<file path="config.mk">
export PLATFORM = sky130hd
export DESIGN_NAME = chip8_alu
export DESIGN_NICKNAME = d
export VERILOG_FILES = /design/src/chip8_pkg.sv /design/src/chip8_alu.sv
export SDC_FILE = /design/constraint.sdc
export NUM_CORES = 1
export LEC_CHECK = 0
export BUFFER_PORTS_ARGS = -buffer_cell sky130_fd_sc_hd__buf_2
export CAP_MARGIN = 20
export CORE_UTILIZATION = 26
export DETAILED_ROUTE_END_ITERATION = 12
export PLACE_DENSITY = 0.51
export REMOVE_ABC_BUFFERS = 1
export SETUP_SLACK_MARGIN = 0.3
export SLEW_MARGIN = 20
export SYNTH_ARGS = -nofsm -noshare
export SYNTH_HDL_FRONTEND = slang
export SYNTH_SLANG_ARGS = --single-unit
</file>
<file path="constraint.sdc">
create_clock -name vclk -period 5.6
set_input_delay 1.68 -clock vclk [all_inputs]
set_output_delay 1.68 -clock vclk [all_outputs]
set_load 0.005 [all_outputs]
</file>
<file path="src/chip8_pkg.sv">
// Shared constants, codes and types for the CHIP-8 instruction executor.
package chip8_pkg;

  localparam int MEMORY_DEPTH  = 4096;
  localparam int STACK_DEPTH   = 16;
  localparam int SCREEN_WIDTH  = 64;
  localparam int SCREEN_HEIGHT = 32;
  localparam int MA_W  = $clog2(MEMORY_DEPTH);
  localparam int SP_W  = $clog2(STACK_DEPTH);
  localparam int ROW_W = $clog2(SCREEN_HEIGHT);
  localparam int COL_W = $clog2(SCREEN_WIDTH);

  localparam logic [11:0] PC_RESET = 12'h200;
  localparam logic [15:0] OPC_CLS  = 16'h00e0;
  localparam logic [15:0] OPC_RET  = 16'h00ee;

  typedef enum logic [1:0] {
    CMD_EXEC  = 2'd0,
    CMD_WRITE = 2'd1,
    CMD_READ  = 2'd2,
    CMD_PIXEL = 2'd3
  } cmd_t;

  localparam logic [3:0] GRP_SYS  = 4'h0;
  localparam logic [3:0] GRP_JP   = 4'h1;
  localparam logic [3:0] GRP_CALL = 4'h2;
  localparam logic [3:0] GRP_SE   = 4'h3;
  localparam logic [3:0] GRP_SNE  = 4'h4;
  localparam logic [3:0] GRP_SER  = 4'h5;
  localparam logic [3:0] GRP_LD   = 4'h6;
  localparam logic [3:0] GRP_ADD  = 4'h7;
  localparam logic [3:0] GRP_ALU  = 4'h8;
  localparam logic [3:0] GRP_SNER = 4'h9;
  localparam logic [3:0] GRP_LDI  = 4'ha;
  localparam logic [3:0] GRP_JPV0 = 4'hb;
  localparam logic [3:0] GRP_RND  = 4'hc;
  localparam logic [3:0] GRP_DRW  = 4'hd;

  localparam logic [3:0] ALU_MOV = 4'h0;
  localparam logic [3:0] ALU_OR  = 4'h1;
  localparam logic [3:0] ALU_AND = 4'h2;
  localparam logic [3:0] ALU_XOR = 4'h3;
  localparam logic [3:0] ALU_ADD = 4'h4;
  localparam logic [3:0] ALU_SUB = 4'h5;
  localparam logic [3:0] ALU_SHR = 4'h6;
  localparam logic [3:0] ALU_RSB = 4'h7;
  localparam logic [3:0] ALU_SHL = 4'he;

  typedef enum logic [8:0] {
    S_IDLE = 9'b000000001,
    S_RX   = 9'b000000010,
    S_RY   = 9'b000000100,
    S_EX   = 9'b000001000,
    S_FLAG = 9'b000010000,
    S_DRD  = 9'b000100000,
    S_DWR  = 9'b001000000,
    S_DFIN = 9'b010000000,
    S_PUSH = 9'b100000000
  } state_t;

  typedef struct packed {
    logic       ok;
    logic       has_flag;
    logic       flag;
    logic [7:0] res;
  } alu_res_t;

endpackage

</file>
<file path="src/chip8_alu.sv">
// 8xy arithmetic/logic group with flag.
module chip8_alu (
  input  logic [3:0]         op,
  input  logic [7:0]         vx,
  input  logic [7:0]         vy,
  output chip8_pkg::alu_res_t res
);

  logic [8:0] sum;

  assign sum = {1'b0, vx} + {1'b0, vy};

  always_comb begin
    res = '0;
    res.ok = 1'b1;
    unique case (op)
      chip8_pkg::ALU_MOV: res.res = vy;
      chip8_pkg::ALU_OR:  res.res = vx | vy;
      chip8_pkg::ALU_AND: res.res = vx & vy;
      chip8_pkg::ALU_XOR: res.res = vx ^ vy;
      chip8_pkg::ALU_ADD: begin
        res.res = sum[7:0];
        res.has_flag = 1'b1;
        res.flag = sum[8];
      end
      chip8_pkg::ALU_SUB: begin
        res.res = vx - vy;
        res.has_flag = 1'b1;
        res.flag = vx > vy;
      end
      chip8_pkg::ALU_SHR: begin
        res.res = {1'b0, vx[7:1]};
        res.has_flag = 1'b1;
        res.flag = vx[0];
      end
      chip8_pkg::ALU_RSB: begin
        res.res = vy - vx;
        res.has_flag = 1'b1;
        res.flag = vy > vx;
      end
      chip8_pkg::ALU_SHL: begin
        res.res = {vx[6:0], 1'b0};
        res.has_flag = 1'b1;
        res.flag = vx[7];
      end
      default: res.ok = 1'b0;
    endcase
  end

endmodule

</file>
==> results of run 1 <==
==> cell usage after synthesis (all sizes together) (2+ instances only) <==
cell type / number / area [um^2]
a21oi: 7 / 35.0
and2: 2 / 12.5
fa: 3 / 60.1
nand2: 17 / 66.3
o211ai: 2 / 15.0
a2bb2oi: 3 / 26.3
mux4: 2 / 45.0
o21bai: 6 / 45.0
or2: 2 / 12.5
and3: 5 / 31.3
a31oi: 2 / 12.5
mux2i: 7 / 70.1
a22o: 5 / 43.8
nor2b: 9 / 63.8
nor4: 4 / 25.0
nand4: 4 / 25.0
o311ai: 2 / 17.5
inv: 31 / 116
o22ai: 4 / 25.0
a211oi: 2 / 20.0
o221a: 2 / 22.5
o311a: 3 / 30.0
nor3: 13 / 81.3
o221ai: 2 / 17.5
nand3: 3 / 15.0
nand2b: 6 / 37.5
o32ai: 3 / 26.3
nor2: 20 / 75.1
ha: 34 / 425
a221oi: 3 / 26.3
mux2: 5 / 56.3
a21o: 3 / 22.5
clkbuf: 2 / 7.51
buf: 12 / 88.8
o21ai: 17 / 85.1
a222oi: 3 / 30.0
or3: 4 / 30.0
==> cell usage in the layout, fill, tap and decap left out, types with 3 or more instances in the layout <==
cell type and n:
o22ai_1 4, inv_1 27, ha_1 30, buf_4 10
a222oi_1 3, nor2_1 20, a21oi_1 7, o21bai_1 6
o21ai_0 16, nor2b_1 5, inv_2 3, and3_1 5
a21o_1 3, a2bb2oi_1 3, o32ai_1 3, buf_2 30
a22o_1 5, mux2i_1 7, fa_2 3, o311a_1 3
mux2_2 5, nand2b_1 6, nand3_1 3, nor3_1 11
or3_1 3, nor2b_4 3, a221oi_1 3, nand4_1 4
nand2_1 16
==> stage by stage <==
stage	hold WS (ns)	std cells	util (%)	cell area [um^2]
detailed placement	3.75	395	30.5	2250
finish	3.76	397	32.1	2360
global placement	3.74	395	30.5	2250
global route	3.79	397	32.1	2360
floorplan	3.39	257	-	1910
CTS	3.76	395	30.6	2260
==> cell type report <==
| class | instances | area, um^2 | share of cell area (%) |
|---|---|---|---|
| Inverter | 31 | 120 | 5.08 |
| Multi-Input combinational cell | 226 | 1890 | 79.8 |
| Timing Repair Buffer | 41 | 233 | 9.85 |
| Tap cell | 99 | 124 | 5.24 |
==> logic make-up after synthesis <==
family / synth area share, %
AND/OR/NAND/NOR: 26.6
AO/OA/AOI/OAI: 29.6
buffers and inverters: 10.6
adder cells (fa/ha/maj): 24.2
multiplexers: 8.55
XOR/XNOR: 0.437
==> power by group <==
| group | total [mW] | switching [mW] | internal (mW) |
|---|---|---|---|
| sequential | 0 | 0 | 0 |
| combinational | 0.209 | 0.120 | 0.0898 |
| clock | 0 | 0 | 0 |
| total | 0.209 | 0.120 | 0.0898 |
==> final timing paths <==
| check | from | end | slack (ns) | cells past startpoint |
|---|---|---|---|---|
| worst max-delay path | vx[3] | res[5] | 0.34 | 10 |
| worst min-delay path | op[3] | res[10] | 3.76 | 3 |
==> layer usage <==
metal / routed length [um] / share of wire (%)
met5: 0 / 0
met4: 76 / 1.1
met3: 373 / 5.4
met2: 3210 / 46
met1: 3290 / 47
==> timing repair <==
| item | in CTS | in global routing |
|---|---|---|
| gates cloned | 0 | 0 |
| endpoints found under the setup margin | 3 | 5 |
| resized for setup | 3 | 20 |
| buffers inserted | 0 | 2 |
| pin swaps | 0 | 3 |
==> run_results.csv, run 1 <==
group,metric,value,unit
synthesis,ys_seq_area_share,0,%
global_route,grt_pass1_wl,10.8,mm
global_route,grt_util_met1,23.5,%
job,cap_viol_max_count,0,
die,dieHeight,89.8,um
synthesis,netlist-cell-type-count,64,
sta,tightestPinTransition,0.537,ns
sta,max_freq,190,MHz
worst_setup_path,worst_setup_path_start_kind,"input port",
sta,setup_slack,0.342,ns
routing,drtIter0Drc,228,
worst_setup_path,arrival,3.58,ns
worst_setup_path,crit_path_frequent_cell,"buf_2",
routing,wl_per_cell,17.5,um
sta,drv_slew,0,
placed_design,numPortBuffers,31,
sta,period_minus_slack,5.26,ns
finish,drive_above_1_share,27.2,%
routing,avgViaCountPerCell,5.52,
synthesis,synth.avg_cell_area,7.40,um^2
worst_setup_path,cpPeakStageDelay,0.39,ns
sta,max_slew_margin,64.2,%
routing,detail-route-antenna-nets,0,
pwr,peakVddDrop,0.0352,mV
finish,fillCellCount,822,
global_route,overflow,0,
synthesis,synthCells,271,
sta,rsz0062_at_grt,"yes",
finish,regArea,0,um^2
sta,hold_viol,0,
worst_setup_path,crit_type,"input port to primary output",
die,core,0.00737,mm^2
worst_setup_path,cpMaxStageDelayCell,"ha_1",
die,dieWidth,89.8,um
finish,final_nets,357,
placed_design,hpwl,5.33,mm
placed_design,gp_congestion,0.889,
pwr,power,0.209,mW
worst_hold_path,hold_path.class,"input port to primary output",
worst_setup_path,crit_family,"compound AO/OA/AOI/OAI gates",
global_route,met3_usage,0.423,%
synthesis,yosysWarnings,0,
routing,via_count,2193,
global_route,grt_max_degree,25,
routing,drc,0,
worst_setup_path,crit_path_end_kind,"primary output",
global_route,antenna_found_initial,0,
clocking,ctsHoldBuffers,0,
finish,seq_cell_count,0,
die,ios,31,
sta,setup_tns,0,ns
worst_setup_path,cp_num_buf_inv,4,
sta,setup_violations,0,
pwr,p_leak,1.09,nW
finish,clock_buffers,0,
global_route,grt_usage,16.3,%
worst_setup_path,required,3.92,ns
die,initial_core_util,27.2,%
outcome,status,"completed",
routing,firstDrtPassIters,5,
die,rows,31,
placed_design,place_ws,0.256,ns
finish,synthToLayoutAreaGrowth,17.8,%
global_route,grt_use_met2,27.4,%
pwr,power_density,88.6,mW/mm^2
sta,period_share,93.9,%
global_route,busiest_layer,"met2",
worst_setup_path,path_max_fanout,11,
finish,diodes,0,
routing,wl,6.95,mm
worst_setup_path,path_cells,"buf_2 -> inv_1 -> ha_1 -> buf_4 -> a21o_1 -> nand2_1 -> nand3b_1 -> a221oi_1 -> o221ai_1 -> buf_2",
die,die_area,0.00807,mm^2
synthesis,synth_area,0.00201,mm^2
global_route,grt_pass1_vias,2077,
Power figures use the tool's default switching activity.
==> run 2: changes to the inputs <==
--- a/config.mk
+++ b/config.mk
@@ -9,7 +9,7 @@
 export CAP_MARGIN = 20
 export CORE_UTILIZATION = 26
 export DETAILED_ROUTE_END_ITERATION = 12
-export PLACE_DENSITY = 0.51
+export PLACE_DENSITY = 0.52
 export REMOVE_ABC_BUFFERS = 1
 export SETUP_SLACK_MARGIN = 0.3
 export SLEW_MARGIN = 20
==> constraint.sdc (replaced) <==
create_clock -name vclk -period 4.3
set_input_delay 1.29 -clock vclk [all_inputs]
set_output_delay 1.29 -clock vclk [all_outputs]
set_load 0.005 [all_outputs]
==> run_results.csv, run 2 (synthesized netlist as in run 1, its figures left out) <==
group,metric,value,unit
outcome,status,"finished, violations left",
outcome,violations,"setup timing",
die,die_area,0.00807,mm^2
finish,diodes,0,
worst_hold_path,min_to,"res[10]",
finish,layout_commonest_cell,"buf_4",
pwr,clkPwrFrac,0,%
worst_setup_path,path_max_fanout,6,
routing,drc,0,
pwr,peakVddDrop,0.0598,mV
placed_design,numPlacedInstances,450,
pwr,power_density,117,mW/mm^2
worst_setup_path,crit_path_frequent_cell,"buf_2",
finish,seq_cell_count,0,
worst_setup_path,crit_type,"input port to primary output",
pwr,p_leak,1.47,nW
die,ios,31,
sta,hold_viol,0,
worst_setup_path,cp_num_buf_inv,4,
sta,rsz0062_at_grt,"yes",
sta,max_freq,232,MHz
sta,setup_tns,-0.00344,ns
sta,setup_slack,-0.00344,ns
die,initial_core_util,27.2,%
placed_design,hpwl,6.22,mm
clocking,ctsHoldBuffers,0,
routing,detail-route-antenna-nets,0,
die,dieHeight,89.8,um
pwr,power,0.385,mW
pwr,p_comb_share,100.0,%
sta,period_minus_slack,4.30,ns
die,core,0.00737,mm^2
global_route,grt_pass1_vias,2480,
die,dieWidth,89.8,um
worst_hold_path,hold_start,"op[0]",
pwr,swShare,49.7,%
placed_design,place_ws,-0.205,ns
worst_hold_path,hold_depth,3,
die,rows,31,
global_route,antenna_found_initial,0,
routing,wl_per_cell,16.9,um
worst_setup_path,crit_family,"buffers and inverters",
pwr,p_sw,0.191,mW
routing,via_count,2489,
global_route,grt_max_degree,16,
finish,stdcell_count,459,
finish,clock_buffers,0,
worst_setup_path,crit_path_end_kind,"primary output",
finish,regArea,0,um^2
worst_setup_path,cpMaxStageDelayCell,"ha_1",
global_route,overflow,0,
global_route,grt_pass1_wl,12.3,mm
sta,drv_slew,0,
routing,firstDrtPassIters,5,
sta,period_share,100,%
global_route,grt_usage,18.7,%
finish,synthToLayoutAreaGrowth,63.9,%
worst_setup_path,worst_setup_path_start_kind,"input port",
finish,fillCellCount,758,
worst_setup_path,cpPeakStageDelay,0.38,ns
sta,holdWs,3.07,ns
worst_setup_path,required,3.01,ns
placed_design,numPortBuffers,31,
routing,avgViaCountPerCell,5.42,
worst_setup_path,path_cells,"buf_2 -> inv_1 -> ha_1 -> buf_4 -> mux2_2 -> a2bb2oi_1 -> nor2_1 -> o21bai_1 -> nand4_1 -> buf_2",
placed_design,gp_congestion,0.949,
sta,max_slew_margin,71.6,%
finish,final_nets,419,
worst_setup_path,arrival,3.01,ns
pwr,pwr-share-seq,0,%
job,cap_viol_max_count,0,
finish,mostFrequentLayoutCells,"buf_4 (64), buf_2 (20), nor2_1 (19)",
routing,wl,7.77,mm
sta,tightestPinTransition,0.426,ns
worst_hold_path,hold_path.class,"input port to primary output",
finish,drive_above_1_share,51.9,%
sta,setup_violations,1,
pwr,p_int,0.194,mW
routing,drtIter0Drc,190,
run 2: changes by cell type in the layout (fill, tap and decap cells not counted), sizes merged:
cell and delta:
clkinv +1, buf +62, clkinvlp -1
run 2: metal layers:
layer	routed length, um	GRT usage, %	part of all wire [%]
met1	3510	25.0	45
met2	3660	33.1	47
met3	365	1.02	4.7
met4	239	3.83	3.1
met5	0	0	0
run 2: cell type report:
class | instances | area [um^2] | share of cell area [%]
inverters | 31 | 144 | 4.38
multi-input cells | 226 | 2190 | 66.7
well taps | 99 | 124 | 3.77
repair buffers | 103 | 828 | 25.2
run 2: repair_timing:
action / CTS / global route
setup buffers: 2 / 7
setup endpoints to repair: 8 / 8
pin swaps: 33 / 34
gates resized for setup: 103 / 35
endpoints found under the hold margin: 0 / 0
run 2: worst max path at each step:
stage,start,end,slack (ns),cells past startpoint
after global placement,vx[2],res[5],-0.23,9
after CTS,vy[0],res[6],-0.04,11
after global routing,vy[0],res[6],-0.04,11
after floorplan,vx[0],res[6],0.15,9
after detailed placement,vx[0],res[6],-0.21,11
final,vx[6],res[6],-0.003,10
run 2: through the flow:
| stage | area (um^2) | utilization [%] |
|---|---|---|
| after floorplan | 1910 | - |
| after global placement | 2660 | 36.1 |
| final | 3290 | 44.6 |
| after detailed placement | 2660 | 36.1 |
| after CTS | 3080 | 41.9 |
| after global routing | 3290 | 44.6 |
run 2: worst min-delay path: stages:
cell and delay (ns):
clkbuf_4 0.23, o21ai_0 0.12, buf_2 0.13
run 2: power groups by stage:
stage	sequential, mW	combinational, mW	clock [mW]
3_5_place_dp	0	0.298	0
2_1_floorplan	0	0.156	0
6_report	0	0.385	0
5_1_grt	0	0.412	0
4_1_cts	0	0.355	0
3_3_place_gp	0	0.297	0
==> run 3: changes to the inputs <==
--- a/config.mk
+++ b/config.mk
@@ -7,9 +7,9 @@
 export LEC_CHECK = 0
 export BUFFER_PORTS_ARGS = -buffer_cell sky130_fd_sc_hd__buf_2
 export CAP_MARGIN = 20
-export CORE_UTILIZATION = 26
+export CORE_UTILIZATION = 30
 export DETAILED_ROUTE_END_ITERATION = 12
-export PLACE_DENSITY = 0.52
+export PLACE_DENSITY = 0.57
 export REMOVE_ABC_BUFFERS = 1
 export SETUP_SLACK_MARGIN = 0.3
 export SLEW_MARGIN = 20
==> run_results.csv, run 3 (synthesized netlist as in run 1, its figures left out) <==
group,metric,value,unit
sta,setup_slack,-0.00934,ns
finish,stdcell_count,441,
routing,detail-route-antenna-nets,0,
die,dieHeight,83.8,um
finish,seq_cell_count,0,
placed_design,hpwl,5.98,mm
routing,drtIter0Drc,218,
outcome,status,"finished, violations left",
worst_hold_path,hold_start,"op[3]",
die,rows,29,
clocking,ctsHoldBuffers,0,
global_route,grt_pass1_wl,12.5,mm
sta,period_minus_slack,4.31,ns
job,cap_viol_max_count,0,
sta,setup_tns,-0.00934,ns
worst_setup_path,path_max_fanout,4,
finish,mostFrequentLayoutCells,"buf_4 (63), buf_2 (20), nor2_1 (18)",
routing,wl_per_cell,17.5,um
finish,diodes,0,
sta,drv_slew,0,
outcome,violations,"setup timing",
worst_setup_path,arrival,3.02,ns
sta,rsz0062_at_grt,"yes",
die,initial_core_util,31.4,%
finish,final_nets,423,
worst_setup_path,crit_type,"input port to primary output",
finish,design_area,0.00334,mm^2
routing,avgViaCountPerCell,5.73,
die,dieWidth,83.8,um
sta,tightestPinTransition,0.439,ns
finish,clock_buffers,0,
placed_design,numPlacedInstances,427,
finish,drive_above_1_share,53.8,%
placed_design,placed_area,0.00263,mm^2
routing,wl_met1,3.16,mm
routing,via_count,2529,
global_route,antenna_found_initial,0,
sta,period_share,100,%
worst_setup_path,worst_setup_path_start_kind,"input port",
global_route,grt_usage,21.8,%
sta,max_freq,232,MHz
finish,layout_commonest_cell,"buf_4",
sta,max_slew_margin,70.7,%
pwr,power_density,120,mW/mm^2
pwr,p_leak,1.51,nW
global_route,grt_pass1_vias,2509,
routing,firstDrtPassIters,5,
die,core,0.00639,mm^2
die,ios,31,
routing,drc,0,
worst_setup_path,required,3.01,ns
global_route,grt_max_degree,16,
pwr,peakVddDrop,0.0487,mV
sta,setup_violations,1,
finish,synthToLayoutAreaGrowth,66.4,%
routing,wl,7.73,mm
worst_setup_path,crit_path_end_kind,"primary output",
worst_hold_path,hold_depth,3,
worst_hold_path,hold_path.class,"input port to primary output",
routing,wl_met3,487,um
placed_design,gp_congestion,0.874,
worst_hold_path,min_to,"res[0]",
finish,regArea,0,um^2
routing,met2WireLength,3.87,mm
routing,top_layer,"met4",
sta,hold_viol,0,
placed_design,numPortBuffers,31,
die,die_area,0.00702,mm^2
global_route,overflow,0,
## run 3: cell count changes in the layout (fill, tap and decap cells not counted), sizes merged
cell    change
clkbuf      -1
buf         +5
## run 3: worst max-delay path by stage
stage / start / endpoint / slack, ns / cells after the start
after detailed placement: vx[0] / res[6] / -0.20 / 11
after floorplan: vx[0] / res[6] / 0.15 / 9
final: vx[0] / res[6] / -0.009 / 11
after global routing: vy[0] / res[6] / -0.08 / 11
after CTS: vy[0] / res[6] / -0.02 / 11
after global placement: vy[1] / res[5] / -0.18 / 9
## run 3: power breakdown
group	leakage [nW]	switching, mW	total, mW	internal [mW]
sequential	0	0	0	0
clock	0	0	0	0
combinational	1.51	0.196	0.402	0.206
total	1.51	0.196	0.402	0.206
## run 3: final cells by class
type | instances | area (um^2)
repair buffers | 107 | 885
fillers | 595 | 3050
multi-input cells | 226 | 2200
well taps | 77 | 96.3
inverters | 31 | 159
## run 3: what timing repair did
| action | in CTS | in global routing |
|---|---|---|
| buffers inserted | 10 | 4 |
| setup endpoints to repair | 8 | 8 |
| gates resized for setup | 110 | 39 |
| pin swaps | 25 | 25 |
## run 3: stage by stage
step / utilization, % / power [mW] / hold slack, ns / worst slack (ns)
floorplan: - / 0.156 / 2.61 / 0.147
global placement: 41.1 / 0.293 / 2.91 / -0.179
detailed placement: 41.1 / 0.295 / 2.92 / -0.203
CTS: 49.2 / 0.364 / 2.92 / -0.0204
global route: 52.3 / 0.433 / 2.95 / -0.0816
finish: 52.3 / 0.402 / 2.91 / -0.00934
## run 3: critical path: stages
cell      delay [ns]
buf_12          0.11
inv_6           0.05
ha_4            0.13
inv_2           0.04
fa_2            0.38
nor2b_4         0.16
o311ai_2        0.30
mux2i_1         0.22
or2b_4          0.13
nand4_1         0.06
buf_2           0.15
## run 3: routing by layer
metal | vias up | track usage, %
li1 | 1190 | -
met1 | 1201 | 28.4
met2 | 118 | 38.3
met3 | 20 | 1.58
met4 | 0 | 6.47
met5 | - | 0
